<file path="config.mk">
export PLATFORM = sky130hd
export DESIGN_NAME = mixed_gb2312_ascii_text_layout_top
export DESIGN_NICKNAME = d
export VERILOG_FILES = /design/src/mgtl_pkg.sv /design/src/mgtl_front.sv /design/src/mgtl_queue.sv /design/src/mgtl_back.sv /design/src/mixed_gb2312_ascii_text_layout_top.sv
export SDC_FILE = /design/constraint.sdc
export NUM_CORES = 1
export LEC_CHECK = 0
export BUFFER_PORTS_ARGS = -buffer_cell sky130_fd_sc_hd__buf_2
export CAP_MARGIN = 15
export CORE_ASPECT_RATIO = 2
export CORE_MARGIN = 2
export CORE_UTILIZATION = 45
export DETAILED_ROUTE_END_ITERATION = 6
export GPL_TIMING_DRIVEN = 0
export PLACE_DENSITY = 0.67
export RECOVER_POWER = 50
export SKIP_CTS_REPAIR_TIMING = 1
export SLEW_MARGIN = 20
export SYNTH_ARGS = -nofsm -noshare
export SYNTH_HDL_FRONTEND = slang
export SYNTH_SLANG_ARGS = --single-unit
</file>
<file path="constraint.sdc">
create_clock -name clk -period 11.3 [get_ports clk]
set_input_delay 0.565 -clock clk [delete_from_list [all_inputs] [get_ports clk]]
set_output_delay 0.565 -clock clk [all_outputs]
set_load 0.01 [all_outputs]
</file>
<file path="src/mgtl_pkg.sv">
// Shared constants and the glyph descriptor type of the text layout block.
package mgtl_pkg;

    // Configuration port
    localparam int CFG_DATA_BITS  = 12;
    localparam int CFG_INDEX_BITS = 3;

    localparam logic [CFG_INDEX_BITS-1:0] REG_START_X      = 3'd0;
    localparam logic [CFG_INDEX_BITS-1:0] REG_START_Y      = 3'd1;
    localparam logic [CFG_INDEX_BITS-1:0] REG_LEFT_MARGIN  = 3'd2;
    localparam logic [CFG_INDEX_BITS-1:0] REG_RIGHT_MARGIN = 3'd3;
    localparam logic [CFG_INDEX_BITS-1:0] REG_INK_COLOR    = 3'd4;

    localparam int RIGHT_MARGIN_RESET = 1024;
    localparam int INK_COLOR_RESET    = 15;

    // Field widths
    localparam int COORD_BITS_MAX = 16;
    localparam int ADDR_BITS      = 20;
    localparam int COLOR_BITS     = 8;
    localparam int BYTE_BITS      = 8;

    // Glyph geometry
    localparam int ROW_BITS = 4;
    localparam logic [ROW_BITS-1:0] ROW_LAST = 4'd15;
    localparam int LINE_PITCH     = 16;
    localparam int ASCII_ADVANCE  = 8;
    localparam int HANZI_ADVANCE  = 16;
    localparam int ASCII_Y_OFFSET = 3;

    // Byte classes
    localparam logic [BYTE_BITS-1:0] BYTE_END    = 8'h00;
    localparam logic [BYTE_BITS-1:0] ASCII_LIMIT = 8'd127;
    localparam logic [BYTE_BITS-1:0] GB_LOW      = 8'hA1;
    localparam logic [BYTE_BITS-1:0] GB_HIGH     = 8'hFE;
    localparam int GB_CELL_BITS = 7;
    localparam int GB_INDEX_BITS = 14;
    localparam logic [GB_INDEX_BITS-1:0] GB_ROW_CELLS = 14'd94;

    // Queue between front and back
    localparam int QUEUE_DEPTH = 2;
    localparam int QUEUE_PTR_BITS = 1;
    localparam int QUEUE_COUNT_BITS = 2;

    // One glyph as handed from the front to the back
    typedef struct packed {
        logic                      font_select;
        logic                      glyph_valid;
        logic [ADDR_BITS-1:0]      base_address;
        logic [COORD_BITS_MAX-1:0] x;
        logic [COORD_BITS_MAX:0]   y_base;
        logic [COLOR_BITS-1:0]     color;
    } glyph_desc_t;

endpackage

</file>
<file path="src/mgtl_front.sv">
// Front end: configuration registers, byte classification, cursor and wrap.
module mgtl_front
    import mgtl_pkg::*;
#(
    parameter int COORD_BITS = 12
)
(
    input  logic                      clk,
    input  logic                      rst_n,
    input  logic                      cfg_write,
    input  logic [CFG_INDEX_BITS-1:0] cfg_index,
    input  logic [CFG_DATA_BITS-1:0]  cfg_data,
    input  logic                      push,
    output logic                      full,
    input  logic [BYTE_BITS-1:0]      text_byte,
    output logic                      q_push,
    output glyph_desc_t               q_data,
    input  logic                      q_full
);

    localparam logic [COORD_BITS:0] CMAX = {1'b0, {COORD_BITS{1'b1}}};
    localparam logic [COORD_BITS_MAX:0] CMAX_WIDE =
        (17'd1 << COORD_BITS) - 17'd1;
    localparam logic [COORD_BITS_MAX:0] RM_WIDE =
        (17'(RIGHT_MARGIN_RESET) > CMAX_WIDE) ? CMAX_WIDE : 17'(RIGHT_MARGIN_RESET);
    localparam logic [COORD_BITS:0] PITCH      = (COORD_BITS+1)'(LINE_PITCH);
    localparam logic [COORD_BITS:0] ADV_ASCII  = (COORD_BITS+1)'(ASCII_ADVANCE);
    localparam logic [COORD_BITS:0] ADV_HANZI  = (COORD_BITS+1)'(HANZI_ADVANCE);

    function automatic logic [COORD_BITS-1:0] sat(input logic [COORD_BITS:0] s);
        return (s > CMAX) ? CMAX[COORD_BITS-1:0] : s[COORD_BITS-1:0];
    endfunction

    logic [COORD_BITS-1:0] start_x_reg, start_y_reg, left_margin_reg, right_margin_reg;
    logic [COLOR_BITS-1:0] ink_color_reg;
    logic [COORD_BITS-1:0] cursor_x_reg, cursor_x_next;
    logic [COORD_BITS-1:0] cursor_y_reg, cursor_y_next;
    logic [BYTE_BITS-1:0]  lead_byte_reg, lead_byte_next;
    logic                  lead_pending_reg, lead_pending_next;
    logic                  string_active_reg, string_active_next;

    logic [COORD_BITS_MAX:0]  cfg_wide;
    logic [COORD_BITS-1:0]    cfg_coord;
    logic                     accept, is_end, is_ascii, is_glyph, wrap, gb_ok;
    logic [COORD_BITS-1:0]    x_cur, y_cur, x_glyph, y_glyph, x_after;
    logic [GB_CELL_BITS-1:0]  zone, pos;
    logic [GB_INDEX_BITS-1:0] gb_index;
    logic [BYTE_BITS-1:0]     zone_full, pos_full;

    // Clamp written coordinates into the coordinate range
    assign cfg_wide  = {{(COORD_BITS_MAX+1-CFG_DATA_BITS){1'b0}}, cfg_data};
    assign cfg_coord = (cfg_wide > CMAX_WIDE) ? CMAX_WIDE[COORD_BITS-1:0]
                                              : cfg_wide[COORD_BITS-1:0];

    // Write configuration registers
    always_ff @(posedge clk or negedge rst_n)
    begin
        if (!rst_n)
        begin
            start_x_reg      <= '0;
            start_y_reg      <= '0;
            left_margin_reg  <= '0;
            right_margin_reg <= RM_WIDE[COORD_BITS-1:0];
            ink_color_reg    <= COLOR_BITS'(INK_COLOR_RESET);
        end
        else if (cfg_write)
        begin
            unique case (cfg_index)
                REG_START_X:      start_x_reg      <= cfg_coord;
                REG_START_Y:      start_y_reg      <= cfg_coord;
                REG_LEFT_MARGIN:  left_margin_reg  <= cfg_coord;
                REG_RIGHT_MARGIN: right_margin_reg <= cfg_coord;
                REG_INK_COLOR:    ink_color_reg    <= cfg_data[COLOR_BITS-1:0];
                default:          ;
            endcase
        end
    end

    // Classify the byte and place the glyph
    assign full     = q_full;
    assign accept   = push && !q_full;
    assign is_end   = (text_byte == BYTE_END);
    assign is_ascii = !lead_pending_reg && (text_byte < ASCII_LIMIT);
    assign is_glyph = !is_end && (lead_pending_reg || is_ascii);

    assign x_cur   = string_active_reg ? cursor_x_reg : start_x_reg;
    assign y_cur   = string_active_reg ? cursor_y_reg : start_y_reg;
    assign wrap    = (x_cur >= right_margin_reg);
    assign x_glyph = wrap ? left_margin_reg : x_cur;
    assign y_glyph = wrap ? sat({1'b0, y_cur} + PITCH) : y_cur;
    assign x_after = sat({1'b0, x_glyph} + (lead_pending_reg ? ADV_HANZI : ADV_ASCII));

    // Hanzi font index from zone and position
    assign gb_ok = (lead_byte_reg >= GB_LOW) && (lead_byte_reg <= GB_HIGH)
                && (text_byte >= GB_LOW) && (text_byte <= GB_HIGH);
    assign zone_full = lead_byte_reg - GB_LOW;
    assign pos_full  = text_byte - GB_LOW;
    assign zone      = zone_full[GB_CELL_BITS-1:0];
    assign pos       = pos_full[GB_CELL_BITS-1:0];
    assign gb_index  = GB_INDEX_BITS'(zone) * GB_ROW_CELLS + GB_INDEX_BITS'(pos);

    // Build the descriptor for the queue
    always_comb
    begin
        q_data.font_select = lead_pending_reg;
        q_data.glyph_valid = lead_pending_reg ? gb_ok : 1'b1;
        if (lead_pending_reg)
            q_data.base_address = gb_ok ? {1'b0, gb_index, 5'b0} : '0;
        else
            q_data.base_address = {8'b0, text_byte, 4'b0};
        q_data.x      = COORD_BITS_MAX'(x_glyph);
        q_data.y_base = (COORD_BITS_MAX+1)'(y_glyph)
                      + (lead_pending_reg ? '0 : (COORD_BITS_MAX+1)'(ASCII_Y_OFFSET));
        q_data.color  = ink_color_reg;
    end

    assign q_push = accept && is_glyph;

    // Advance the cursor and the lead byte state
    always_comb
    begin
        cursor_x_next      = cursor_x_reg;
        cursor_y_next      = cursor_y_reg;
        lead_byte_next     = lead_byte_reg;
        lead_pending_next  = lead_pending_reg;
        string_active_next = string_active_reg;
        if (accept)
        begin
            if (is_end)
            begin
                string_active_next = 1'b0;
                lead_pending_next  = 1'b0;
                lead_byte_next     = '0;
            end
            else
            begin
                string_active_next = 1'b1;
                if (is_glyph)
                begin
                    cursor_x_next     = x_after;
                    cursor_y_next     = y_glyph;
                    lead_pending_next = 1'b0;
                    lead_byte_next    = '0;
                end
                else
                begin
                    cursor_x_next     = x_cur;
                    cursor_y_next     = y_cur;
                    lead_pending_next = 1'b1;
                    lead_byte_next    = text_byte;
                end
            end
        end
    end

    always_ff @(posedge clk or negedge rst_n)
    begin
        if (!rst_n)
        begin
            cursor_x_reg      <= '0;
            cursor_y_reg      <= '0;
            lead_byte_reg     <= '0;
            lead_pending_reg  <= 1'b0;
            string_active_reg <= 1'b0;
        end
        else
        begin
            cursor_x_reg      <= cursor_x_next;
            cursor_y_reg      <= cursor_y_next;
            lead_byte_reg     <= lead_byte_next;
            lead_pending_reg  <= lead_pending_next;
            string_active_reg <= string_active_next;
        end
    end

endmodule

</file>
<file path="src/mgtl_queue.sv">
// Two-entry queue of glyph descriptors between front and back.
module mgtl_queue
    import mgtl_pkg::*;
(
    input  logic        clk,
    input  logic        rst_n,
    input  logic        q_push,
    input  glyph_desc_t q_wdata,
    output logic        q_full,
    input  logic        q_pop,
    output glyph_desc_t q_rdata,
    output logic        q_empty
);

    glyph_desc_t                 entries [QUEUE_DEPTH];
    logic [QUEUE_PTR_BITS-1:0]   wr_ptr_reg, rd_ptr_reg;
    logic [QUEUE_COUNT_BITS-1:0] count_reg, count_next;
    logic                        do_push, do_pop;

    assign q_full  = (count_reg == QUEUE_COUNT_BITS'(QUEUE_DEPTH));
    assign q_empty = (count_reg == '0);
    assign do_push = q_push && !q_full;
    assign do_pop  = q_pop && !q_empty;
    assign q_rdata = entries[rd_ptr_reg];

    // Track the fill level
    always_comb
    begin
        count_next = count_reg;
        if (do_push && !do_pop)
            count_next = count_reg + 1'b1;
        else if (do_pop && !do_push)
            count_next = count_reg - 1'b1;
    end

    // Store an item
    always_ff @(posedge clk)
    begin
        if (do_push)
            entries[wr_ptr_reg] <= q_wdata;
    end

    // Advance the pointers
    always_ff @(posedge clk or negedge rst_n)
    begin
        if (!rst_n)
        begin
            wr_ptr_reg <= '0;
            rd_ptr_reg <= '0;
            count_reg  <= '0;
        end
        else
        begin
            if (do_push)
                wr_ptr_reg <= wr_ptr_reg + 1'b1;
            if (do_pop)
                rd_ptr_reg <= rd_ptr_reg + 1'b1;
            count_reg <= count_next;
        end
    end

endmodule

</file>
<file path="src/mgtl_back.sv">
// Back end: expands each glyph into sixteen row commands behind an output register.
module mgtl_back
    import mgtl_pkg::*;
#(
    parameter int COORD_BITS = 12
)
(
    input  logic                  clk,
    input  logic                  rst_n,
    input  logic                  q_empty,
    input  glyph_desc_t           q_data,
    output logic                  q_pop,
    input  logic                  pop,
    output logic                  empty,
    output logic                  font_select,
    output logic [ADDR_BITS-1:0]  font_address,
    output logic [COORD_BITS-1:0] screen_x,
    output logic [COORD_BITS-1:0] screen_y,
    output logic [COLOR_BITS-1:0] row_color,
    output logic                  glyph_valid,
    output logic                  last_row
);

    localparam logic [COORD_BITS_MAX:0] CMAX_WIDE =
        (17'd1 << COORD_BITS) - 17'd1;

    logic [ROW_BITS-1:0]     row_reg, row_next;
    logic                    out_valid_reg, out_valid_next;
    logic                    font_select_reg, glyph_valid_reg, last_row_reg;
    logic [ADDR_BITS-1:0]    font_address_reg, addr_row;
    logic [COORD_BITS-1:0]   screen_x_reg, screen_y_reg, y_row;
    logic [COLOR_BITS-1:0]   row_color_reg;
    logic [COORD_BITS_MAX:0] y_sum;
    logic [ADDR_BITS-1:0]    row_step;
    logic                    load, take;

    // Advance when the output register is free or being drained
    assign load  = !out_valid_reg || pop;
    assign take  = load && !q_empty;
    assign q_pop = take && (row_reg == ROW_LAST);

    // Form the current row
    assign row_step = q_data.font_select ? ADDR_BITS'({row_reg, 1'b0})
                                         : ADDR_BITS'(row_reg);
    assign addr_row = q_data.glyph_valid ? (q_data.base_address + row_step) : '0;
    assign y_sum    = q_data.y_base + (COORD_BITS_MAX+1)'(row_reg);
    assign y_row    = (y_sum > CMAX_WIDE) ? CMAX_WIDE[COORD_BITS-1:0]
                                          : y_sum[COORD_BITS-1:0];

    always_comb
    begin
        row_next       = row_reg;
        out_valid_next = out_valid_reg;
        if (take)
        begin
            row_next       = row_reg + 1'b1;
            out_valid_next = 1'b1;
        end
        else if (load)
            out_valid_next = 1'b0;
    end

    // Hold control state
    always_ff @(posedge clk or negedge rst_n)
    begin
        if (!rst_n)
        begin
            row_reg       <= '0;
            out_valid_reg <= 1'b0;
        end
        else
        begin
            row_reg       <= row_next;
            out_valid_reg <= out_valid_next;
        end
    end

    // Load the row command
    always_ff @(posedge clk)
    begin
        if (take)
        begin
            font_select_reg  <= q_data.font_select;
            font_address_reg <= addr_row;
            screen_x_reg     <= q_data.x[COORD_BITS-1:0];
            screen_y_reg     <= y_row;
            row_color_reg    <= q_data.color;
            glyph_valid_reg  <= q_data.glyph_valid;
            last_row_reg     <= (row_reg == ROW_LAST);
        end
    end

    assign empty        = !out_valid_reg;
    assign font_select  = font_select_reg;
    assign font_address = font_address_reg;
    assign screen_x     = screen_x_reg;
    assign screen_y     = screen_y_reg;
    assign row_color    = row_color_reg;
    assign glyph_valid  = glyph_valid_reg;
    assign last_row     = last_row_reg;

    // Row counter is back at zero once the last row is shown
    a_last_row_counter: assert property (@(posedge clk) disable iff (!rst_n)
        (out_valid_reg && last_row_reg) |-> (row_reg == '0))
        else $error("row counter not rewound after last row");

    // A shown middle row keeps its glyph at the head of the queue
    a_glyph_held: assert property (@(posedge clk) disable iff (!rst_n)
        (out_valid_reg && !last_row_reg) |-> (!q_empty && row_reg != '0))
        else $error("glyph left the queue before its last row");

    a_font_consistent: assert property (@(posedge clk) disable iff (!rst_n)
        (out_valid_reg && !last_row_reg) |-> (font_select_reg == q_data.font_select))
        else $error("row command font differs from glyph in progress");

endmodule

</file>
<file path="src/mixed_gb2312_ascii_text_layout_top.sv">
// A glyph byte accepted by the front end is written into the descriptor queue, and its
// first row command is then loaded into the back end's output register. Each glyph gives
// 16 row commands from the back end's row counter, one per cycle while the output register
// is free or popped; lead and zero bytes add no descriptor. The two-entry queue lets input
// run ahead of output. Reset: cursor and string state clear, configuration registers take
// their reset values, and the block accepts items right away with no clearing pass.
module mixed_gb2312_ascii_text_layout_top
    import mgtl_pkg::*;
#(
    parameter int COORD_BITS = 12
)
(
    input  logic                      clk,
    input  logic                      rst_n,
    input  logic                      cfg_write,
    input  logic [CFG_INDEX_BITS-1:0] cfg_index,
    input  logic [CFG_DATA_BITS-1:0]  cfg_data,
    input  logic                      push,
    output logic                      full,
    input  logic [BYTE_BITS-1:0]      text_byte,
    input  logic                      pop,
    output logic                      empty,
    output logic                      font_select,
    output logic [ADDR_BITS-1:0]      font_address,
    output logic [COORD_BITS-1:0]     screen_x,
    output logic [COORD_BITS-1:0]     screen_y,
    output logic [COLOR_BITS-1:0]     row_color,
    output logic                      glyph_valid,
    output logic                      last_row
);

    logic        q_push, q_full, q_pop, q_empty;
    glyph_desc_t q_wdata, q_rdata;

    mgtl_front #(.COORD_BITS(COORD_BITS)) u_front (
        .clk       (clk),
        .rst_n     (rst_n),
        .cfg_write (cfg_write),
        .cfg_index (cfg_index),
        .cfg_data  (cfg_data),
        .push      (push),
        .full      (full),
        .text_byte (text_byte),
        .q_push    (q_push),
        .q_data    (q_wdata),
        .q_full    (q_full)
    );

    mgtl_queue u_queue (
        .clk     (clk),
        .rst_n   (rst_n),
        .q_push  (q_push),
        .q_wdata (q_wdata),
        .q_full  (q_full),
        .q_pop   (q_pop),
        .q_rdata (q_rdata),
        .q_empty (q_empty)
    );

    mgtl_back #(.COORD_BITS(COORD_BITS)) u_back (
        .clk          (clk),
        .rst_n        (rst_n),
        .q_empty      (q_empty),
        .q_data       (q_rdata),
        .q_pop        (q_pop),
        .pop          (pop),
        .empty        (empty),
        .font_select  (font_select),
        .font_address (font_address),
        .screen_x     (screen_x),
        .screen_y     (screen_y),
        .row_color    (row_color),
        .glyph_valid  (glyph_valid),
        .last_row     (last_row)
    );

endmodule

</file>
# Yosys cells after proc, flatten, opt, wreduce, memory -nomap -nowiden
# Memory sizes are Yosys's and may differ from the RTL's.
# Cells that the tools add are included.
[totals]
wordCells = 113
in_bits = 28
reg_bits = 154
out_inout_bits = 57
mem_count = 1
mem_bits_rw = 116
[op_classes]
bitwise = 1
addsub = 13
order_cmp = 10
reduce_logical = 33
muxes = 26
n_eq_ne = 6
multipliers = 1
[memory_table]
columns = ["name", "depth", "width", "rd", "rd_ports_with_merged_regs", "wr", "line", "rtl"]
rows = [
  ["u_queue.entries", 2, 58, 1, 0, 1, "mgtl_queue.sv:15", "glyph_desc_t entries [QUEUE_DEPTH];"],
]
[op_table]
columns = ["op", "count"]
rows = [
  ["12-bit two-way mux", 9],
  ["19-bit two-way mux", 2],
  ["13-bit by 12-bit greater-than comparator with 1-bit output, second input constant", 2],
  ["20-bit adder", 1],
  ["12-bit by 17-bit adder with 17-bit output", 1],
  ["17-bit by 4-bit adder with 17-bit output", 1],
  ["17-bit by 12-bit greater-than comparator with 1-bit output, second input constant", 1],
  ["8-bit >= comparator, second input constant", 2],
  ["8-bit <= comparator, second input constant", 2],
  ["8-bit two-way mux", 2],
  ["14-bit by 7-bit adder with 14-bit output", 1],
  ["7-bit by 6-bit subtractor with 7-bit output, second input constant", 2],
  ["12-bit by 13-bit adder with 13-bit output", 1],
  ["12-bit by 5-bit adder with 13-bit output, second input constant", 1],
  ["1-bit logical AND", 13],
  ["7-bit by 6-bit multiplier with 13-bit output, second input constant", 1],
  ["12-bit >= comparator", 1],
  ["12-bit greater-than comparator, second input constant", 1],
  ["2-bit AND reduction", 6],
  ["5-bit two-way mux", 2],
  ["8-bit logical NOT", 1],
  ["8-bit by 7-bit < comparator with 1-bit output, second input constant", 1],
  ["1-bit two-way mux", 8],
  ["1-bit logical NOT", 7],
  ["other kinds (15)", 21],
]

# Logic depth before layout (Yosys ltp)
# Gate-level depths: netlist of run 1.
[logic_depth]
word_depth = 10
depth_mapped = 24
depth_no_buf = 20

# By module
# Synthesis of run 1 repeated with hierarchy kept, for this count alone.
[hier_totals]
cells_unflattened = 1220
hier_area_um2 = 15167.0
[by_module_without_submodules]
columns = ["mod", "seq_area_each_um2", "area_each_um2", "n_inst", "cells_per_inst"]
rows = [
  ["mgtl_front", 2258.4, 7149.4, 1, 765],
  ["mgtl_queue", 3883.7, 5042.3, 1, 215],
  ["mgtl_back", 1776.7, 2975.4, 1, 240],
]

# Worst setup path after synthesis of run 1
# No wires, ideal clock.
[synth_path]
path_type = "flip-flop to flip-flop"
from = "reg u_front.lead_byte_reg[0]"
to = "mem u_queue.entries[0][55] in the netlist's numbering, data pin"
t_arrival_ps = 5247
required_time_ps = 11165
path_stages_with_launch = 19
path_buffers = 0
path_slack_ps = 5918
synth_period_minus_slack_ps = 5382
path_cell_list = "dfrtp_1 -> inv_1 -> ha_1 -> or4b_2 -> nand2_1 -> xor2_1 -> fa_1 -> inv_1 -> fa_1 -> fa_1 -> inv_1 -> ha_1 -> inv_1 -> o21bai_1 -> a2111oi_0 -> o31ai_1 -> or3_1 -> a2111o_1 -> nand2_1"
[synth_rtl]
columns = ["element", "line", "rtl"]
rows = [
  ["from (decl)", "mgtl_front.sv:38", "logic [BYTE_BITS-1:0] lead_byte_reg, lead_byte_next;"],
  ["from (signal assigned)", "mgtl_front.sv:170", "lead_byte_reg <= lead_byte_next;"],
  ["to (decl)", "mgtl_queue.sv:15", ""],
]

==> results of run 1 <==
## how the worst min path moves through the flow
stage | end | slack [ns] | depth (start not counted)
floorplan | u_back.out_valid_reg | 0.27 | 0
global placement | u_queue.entries[1][4] | 0.45 | 0
detailed placement | u_queue.entries[1][5] | 0.46 | 0
CTS | u_front.cursor_y_reg[2] | -0.09 | 1
global route | u_back.out_valid_reg | 0.25 | 2
finish | u_back.out_valid_reg | 0.24 | 2
## stage by stage
stage,std cells,util (%)
after global placement,1584,48.5
final,1632,51.3
after global routing,1632,51.3
after floorplan,1132,-
after detailed placement,1589,49.1
after CTS,1631,51.9
## layout by cell type, fill, tap and decap left out, drive strengths merged, types with 17 or more instances in the layout
cell / instances
edfxtp: 155
buf: 37
nand3: 20
dfrtp: 94
mux2: 110
xnor2: 38
mux2i: 40
o21ai: 35
nand2: 102
xor2: 35
fa: 17
ha: 64
inv: 78
nor2: 76
a21oi: 36
nor3: 17
clkbuf: 114
## cells by family after synthesis
| group | count (synthesis) | synth area share [%] |
|---|---|---|
| buffers and inverters | 111 | 3.53 |
| muxes | 150 | 12.0 |
| DFF | 254 | 52.1 |
| AOI/OAI and AO/OA | 168 | 8.75 |
| and+or+nand+nor | 295 | 10.7 |
| xor gates and xnor gates | 73 | 4.66 |
| adders and majority gates | 81 | 8.33 |
## critical path, cell delays in order (launching register included)
cell      delay (ns)
dfrtp_1         0.34
buf_6           0.17
buf_12          0.14
buf_8           0.14
clkbuf_8        0.18
buf_6           0.19
mux2_2          0.38
ha_1            0.29
a211o_1         0.29
a31oi_1         0.19
o221ai_1        0.31
a21o_1          0.24
buf_2           0.21
buf_2           0.25
clkbuf_1        0.29
o21ai_0         0.83
ha_1            0.39
a21oi_1         0.36
o21ai_2         0.27
o32ai_1         0.39
o21ai_0         0.12
## cell type report
| type | count | share of cell area (%) |
|---|---|---|
| Tap cell | 368 | 2.98 |
| Clock buffer | 26 | 3.87 |
| Multi-Input combinational cell | 767 | 39.5 |
| Buffer | 36 | 1.31 |
| Timing Repair Buffer | 90 | 2.69 |
| Clock inverter | 16 | 1.58 |
| Sequential cell | 254 | 46.3 |
| Inverter | 75 | 1.82 |
## layer usage
metal,vias up,global-route usage [%]
met5,-,0
met4,0,10.2
met3,78,1.85
met2,218,39.6
met1,4430,19.3
li1,4332,-
==> results.sh, run 1 <==
export IMPL_final_nets=1356
export IMPL_cts_num_sinks=254
export IMPL_grt_max_degree=72
export IMPL_vias=9058
export IMPL_drtIter0Drc=346
export IMPL_rr_worst_depth=20
export IMPL_wirelength_um=31700
export IMPL_grt_pass1_vias=9302
export IMPL_final_period_utilization_pct=54.7
export IMPL_port_buffers=84
export IMPL_postRouteAntennaNets=0
export IMPL_synthTopCellsByCount="edfxtp_1 (155), mux2_2 (108), nand2_1 (101)"
export IMPL_rows=90
export IMPL_finalMaxSlewViolations=102
export IMPL_start_util_pct=45.6
export IMPL_synth_edf_count=155
export IMPL_grt_ovfl_total=0
export IMPL_cp_max_fo=10
export IMPL_ys_seq_area_share_pct=52.1
export IMPL_drive_gt1_share_pct=17.0
export IMPL_hold_ws_ns=0.237
export IMPL_wire_per_inst_um=19.4
export IMPL_largest_reg_flops=100
export IMPL_max_cap_violations=2
export IMPL_top_layer="met4"
export IMPL_yosysMostFrequentCell="edfxtp_1"
export IMPL_min_path_type="in -> reg"
export IMPL_violations="max-capacitance violations, max-slew violations"
export IMPL_final_area_sq_um=15400
export IMPL_track_usage_pct=19.8
export IMPL_yosysUniqueCellTypes=87
export IMPL_ys_ff_latch=254
export IMPL_cts_buffer_depth=3
export IMPL_yosysWarnings=0
export IMPL_finalClockSkew_ns=0.0172
export IMPL_io_pins=85
export IMPL_dp_hpwl_um=23900
export IMPL_synth_top_area_share_pct=34.0
export IMPL_period_needed_ns=6.19
export IMPL_syn_nets=1241
export IMPL_clkTransAtPathRegs_ns=0.07
export IMPL_areaGrowthSynthToFinish_pct=12.6
export IMPL_status="finished with violations"
export IMPL_antenna_diode_count=0
export IMPL_rsz0062_at_grt="false"
export IMPL_timing_rr_start="u_front.string_active_reg"
export IMPL_fin_ws_ns=5.11
export IMPL_dp_slack_ns=5.12
export IMPL_numCtsBuffers=23
export IMPL_cp_start_kind="flop"
export IMPL_dr_pass1_iters=5
export IMPL_cp_data_arrival_time_ns=6.57
export IMPL_netlist_top_cell_by_area="edfxtp_1"
export IMPL_fill_cells=2647
export IMPL_crit_required_ns=11.68
export IMPL_hold_viol=0
export IMPL_syn_cell_area_sq_um=13700
export IMPL_grt_pass1_wl_um=49000
export IMPL_antenna_found_initial=0
export IMPL_post_dp_cell_area_sq_um=14800
export IMPL_cts_tree="built"
export IMPL_dieArea_sq_um=32000
export IMPL_ff2ff_setup_slack_ns=5.11
export IMPL_coreArea_sq_um=30100
export IMPL_hp_start="pop"
export IMPL_met3_length_um=1120
export IMPL_dr_wl_met2_um=18100
export IMPL_setup_viol=0
export IMPL_crit_type="reg -> reg"
export IMPL_netlist_instances=1132
export IMPL_met1_length_um=10800
export IMPL_ys_flop_type="edfxtp_1"
export IMPL_drt_vias_per_instance=5.55
export IMPL_crit_path_start="u_front.string_active_reg"
export IMPL_cp_endpoint="u_front.cursor_x_reg[9]"
export IMPL_relSlewSlack_pct=-167
export IMPL_die_y_um=251
export IMPL_register_area_sq_um=7140
export IMPL_fmax_mhz=162
export IMPL_end_kind="flop"
export IMPL_h_tree_depth=1
export IMPL_worstMarginPinSlew_ns=4.00
export IMPL_die_w_um=127
export IMPL_cts_root_buf="clkbuf_16"
export IMPL_multiInputGateArea_sq_um=6090
export IMPL_syn_avg_cell_area_sq_um=12.1
export IMPL_yosys_top_cells_area="edfxtp_1 (34%), dfrtp_1 (17%), mux2_2 (8.9%), ha_1 (5.8%), mux2i_1 (2.9%)"
export IMPL_drc=0
export IMPL_clk_latency_ns=0.54
export IMPL_gp_congestion=0.926
export IMPL_tns_ns=0
export IMPL_rr_endpoint="u_front.cursor_x_reg[9]"
export IMPL_async_flop_share_pct=39.0
Power of run 1 is not shown: default switching activity piles up to over one toggle a cycle in this logic, so the estimate is an artifact.
==> run 2, diff against run 1 <==
--- a/config.mk
+++ b/config.mk
@@ -12,7 +12,7 @@
 export CORE_UTILIZATION = 45
 export DETAILED_ROUTE_END_ITERATION = 6
 export GPL_TIMING_DRIVEN = 0
-export PLACE_DENSITY = 0.67
+export PLACE_DENSITY = 0.69
 export RECOVER_POWER = 50
 export SKIP_CTS_REPAIR_TIMING = 1
 export SLEW_MARGIN = 20
==> constraint.sdc (replaced) <==
create_clock -name clk -period 5 [get_ports clk]
set_input_delay 0.25 -clock clk [delete_from_list [all_inputs] [get_ports clk]]
set_output_delay 0.25 -clock clk [all_outputs]
set_load 0.01 [all_outputs]
==> results.sh, run 2 (synthesized netlist as in run 1, its figures left out) <==
export IMPL_status="finished with violations"
export IMPL_violations="max-capacitance violations, max-slew violations"
export IMPL_grtUsageMet3_pct=2.00
export IMPL_relSlewSlack_pct=-44.3
export IMPL_gp_congestion=0.913
export IMPL_crit_required_ns=5.40
export IMPL_crit_buf_inv=4
export IMPL_cpLargestDelayFamily="adder cells"
export IMPL_areaGrowthSynthToFinish_pct=16.8
export IMPL_met1_usage_pct=19.3
export IMPL_cp_start_kind="flop"
export IMPL_die_w_um=127
export IMPL_cp_max_fo=5
export IMPL_finalClockSkew_ns=0.0165
export IMPL_wirelength_um=32100
export IMPL_start_util_pct=45.6
export IMPL_end_kind="flop"
export IMPL_cp_slowest_cell="fa_1"
export IMPL_worstMarginPinSlew_ns=2.16
export IMPL_port_buffers=84
export IMPL_grt_ovfl_total=0
export IMPL_largest_reg_flops=100
export IMPL_clkTransAtPathRegs_ns=0.06
export IMPL_min_path_type="in -> reg"
export IMPL_cp_data_arrival_time_ns=5.39
export IMPL_die_y_um=251
export IMPL_crit_type="reg -> reg"
export IMPL_worstPathCellList="inv_4, ha_4, or4b_4, nand2_4, xor2_4, fa_1, inv_2, fa_1, fa_1, inv_2, ha_4, inv_2, o21bai_4, a2111oi_4, o31ai_2, or3_1, a2111o_1, nand2_2"
export IMPL_grt_max_degree=67
export IMPL_fmax_mhz=201
export IMPL_io_pins=85
export IMPL_track_usage_pct=20.0
export IMPL_cp_slowest_stage_delay_ns=0.53
export IMPL_post_dp_cell_area_sq_um=14800
export IMPL_final_nets=1377
export IMPL_busiest_layer="met2"
export IMPL_grt_util_met2_pct=39.4
export IMPL_antenna_found_initial=0
export IMPL_max_cap_violations=2
export IMPL_cts_num_sinks=254
export IMPL_crit_path_start="u_front.lead_byte_reg[0]"
export IMPL_postRouteAntennaNets=0
export IMPL_ff2ff_setup_slack_ns=0.01
export IMPL_grt_pass1_vias=9446
export IMPL_vias=9305
export IMPL_dr_pass1_iters=5
export IMPL_drtIter0Drc=534
export IMPL_final_area_sq_um=16000
export IMPL_cts_buffer_depth=3
export IMPL_timing_rr_start="u_front.lead_byte_reg[0]"
export IMPL_dieArea_sq_um=32000
export IMPL_grt_pass1_wl_um=49900
export IMPL_hold_viol=0
export IMPL_antenna_diode_count=0
export IMPL_clk_latency_ns=0.55
export IMPL_coreArea_sq_um=30100
export IMPL_dp_hpwl_um=24100
export IMPL_drc=0
export IMPL_final_period_utilization_pct=99.7
export IMPL_cts_tree="built"
export IMPL_period_needed_ns=4.99
export IMPL_hp_start="cfg_data[1]"
export IMPL_rows=90
export IMPL_rsz0062_at_grt="true"
export IMPL_fill_cells=2559
export IMPL_cts_root_buf="clkbuf_16"
export IMPL_drive_gt1_share_pct=22.6
export IMPL_setup_viol=0
export IMPL_wire_per_inst_um=19.4
export IMPL_final_common_cell="edfxtp_1"
export IMPL_numCtsBuffers=24
export IMPL_finalMaxSlewViolations=102
export IMPL_final_cell_mix="edfxtp_1 (155), mux2_2 (108), nand2_1 (98)"
export IMPL_drt_vias_per_instance=5.63
export IMPL_h_tree_depth=1
-- run 2: cell count changes in the layout (fill, tap and decap cells not counted), sizes merged --
cell / change
inv: -2
clkbuf: -3
dlygate4sd3: +1
clkinvlp: -2
bufinv: +1
clkinv: +5
buf: +22
-- run 2: layer usage --
layer,routed length (um),share of wire (%)
met5,0,0
met4,1880,5.9
met3,1100,3.4
met2,18100,56
met1,11100,35
-- run 2: path summary, 6_finish.rpt --
| kind | end | cells after the start |
|---|---|---|
| max | u_queue.entries[0][55] | 18 |
| min | u_front.right_margin_reg[1] | 2 |
| max reg2reg | u_queue.entries[0][55] | 18 |
| min reg2reg | u_queue.entries[0][6] | 0 |
| max in group asynchronous | u_front.start_x_reg[8] | 3 |
| min in group asynchronous | u_back.row_reg[3] | 2 |
-- run 2: final cells by class --
class | instances | area (sq um) | area share (%)
plain buffers | 32 | 230 | 1.44
multi-input cells | 767 | 6400 | 40.0
flip-flops and latches | 254 | 7140 | 44.6
clock inverters | 18 | 288 | 1.80
well taps | 368 | 460 | 2.88
clock buffers | 26 | 608 | 3.80
inverters | 75 | 284 | 1.77
repair buffers | 114 | 599 | 3.74
-- run 2: metrics by stage --
| step | util (%) | instances | setup slack (ns) | hold WS (ns) | TNS (ns) |
|---|---|---|---|---|---|
| floorplan | - | 1132 | 0.151 | -0.0456 | 0 |
| global placement | 48.6 | 1584 | -1.16 | 0.445 | -71.73 |
| detailed placement | 49.2 | 1589 | -0.992 | 0.178 | -38.34 |
| CTS | 52.2 | 1633 | -1.01 | -0.408 | -38.90 |
| global route | 53.3 | 1654 | -0.106 | 0.0192 | -0.256 |
| finish | 53.3 | 1654 | 0.0139 | 0.0207 | 0 |
Power of run 2 is left out for the same reason.
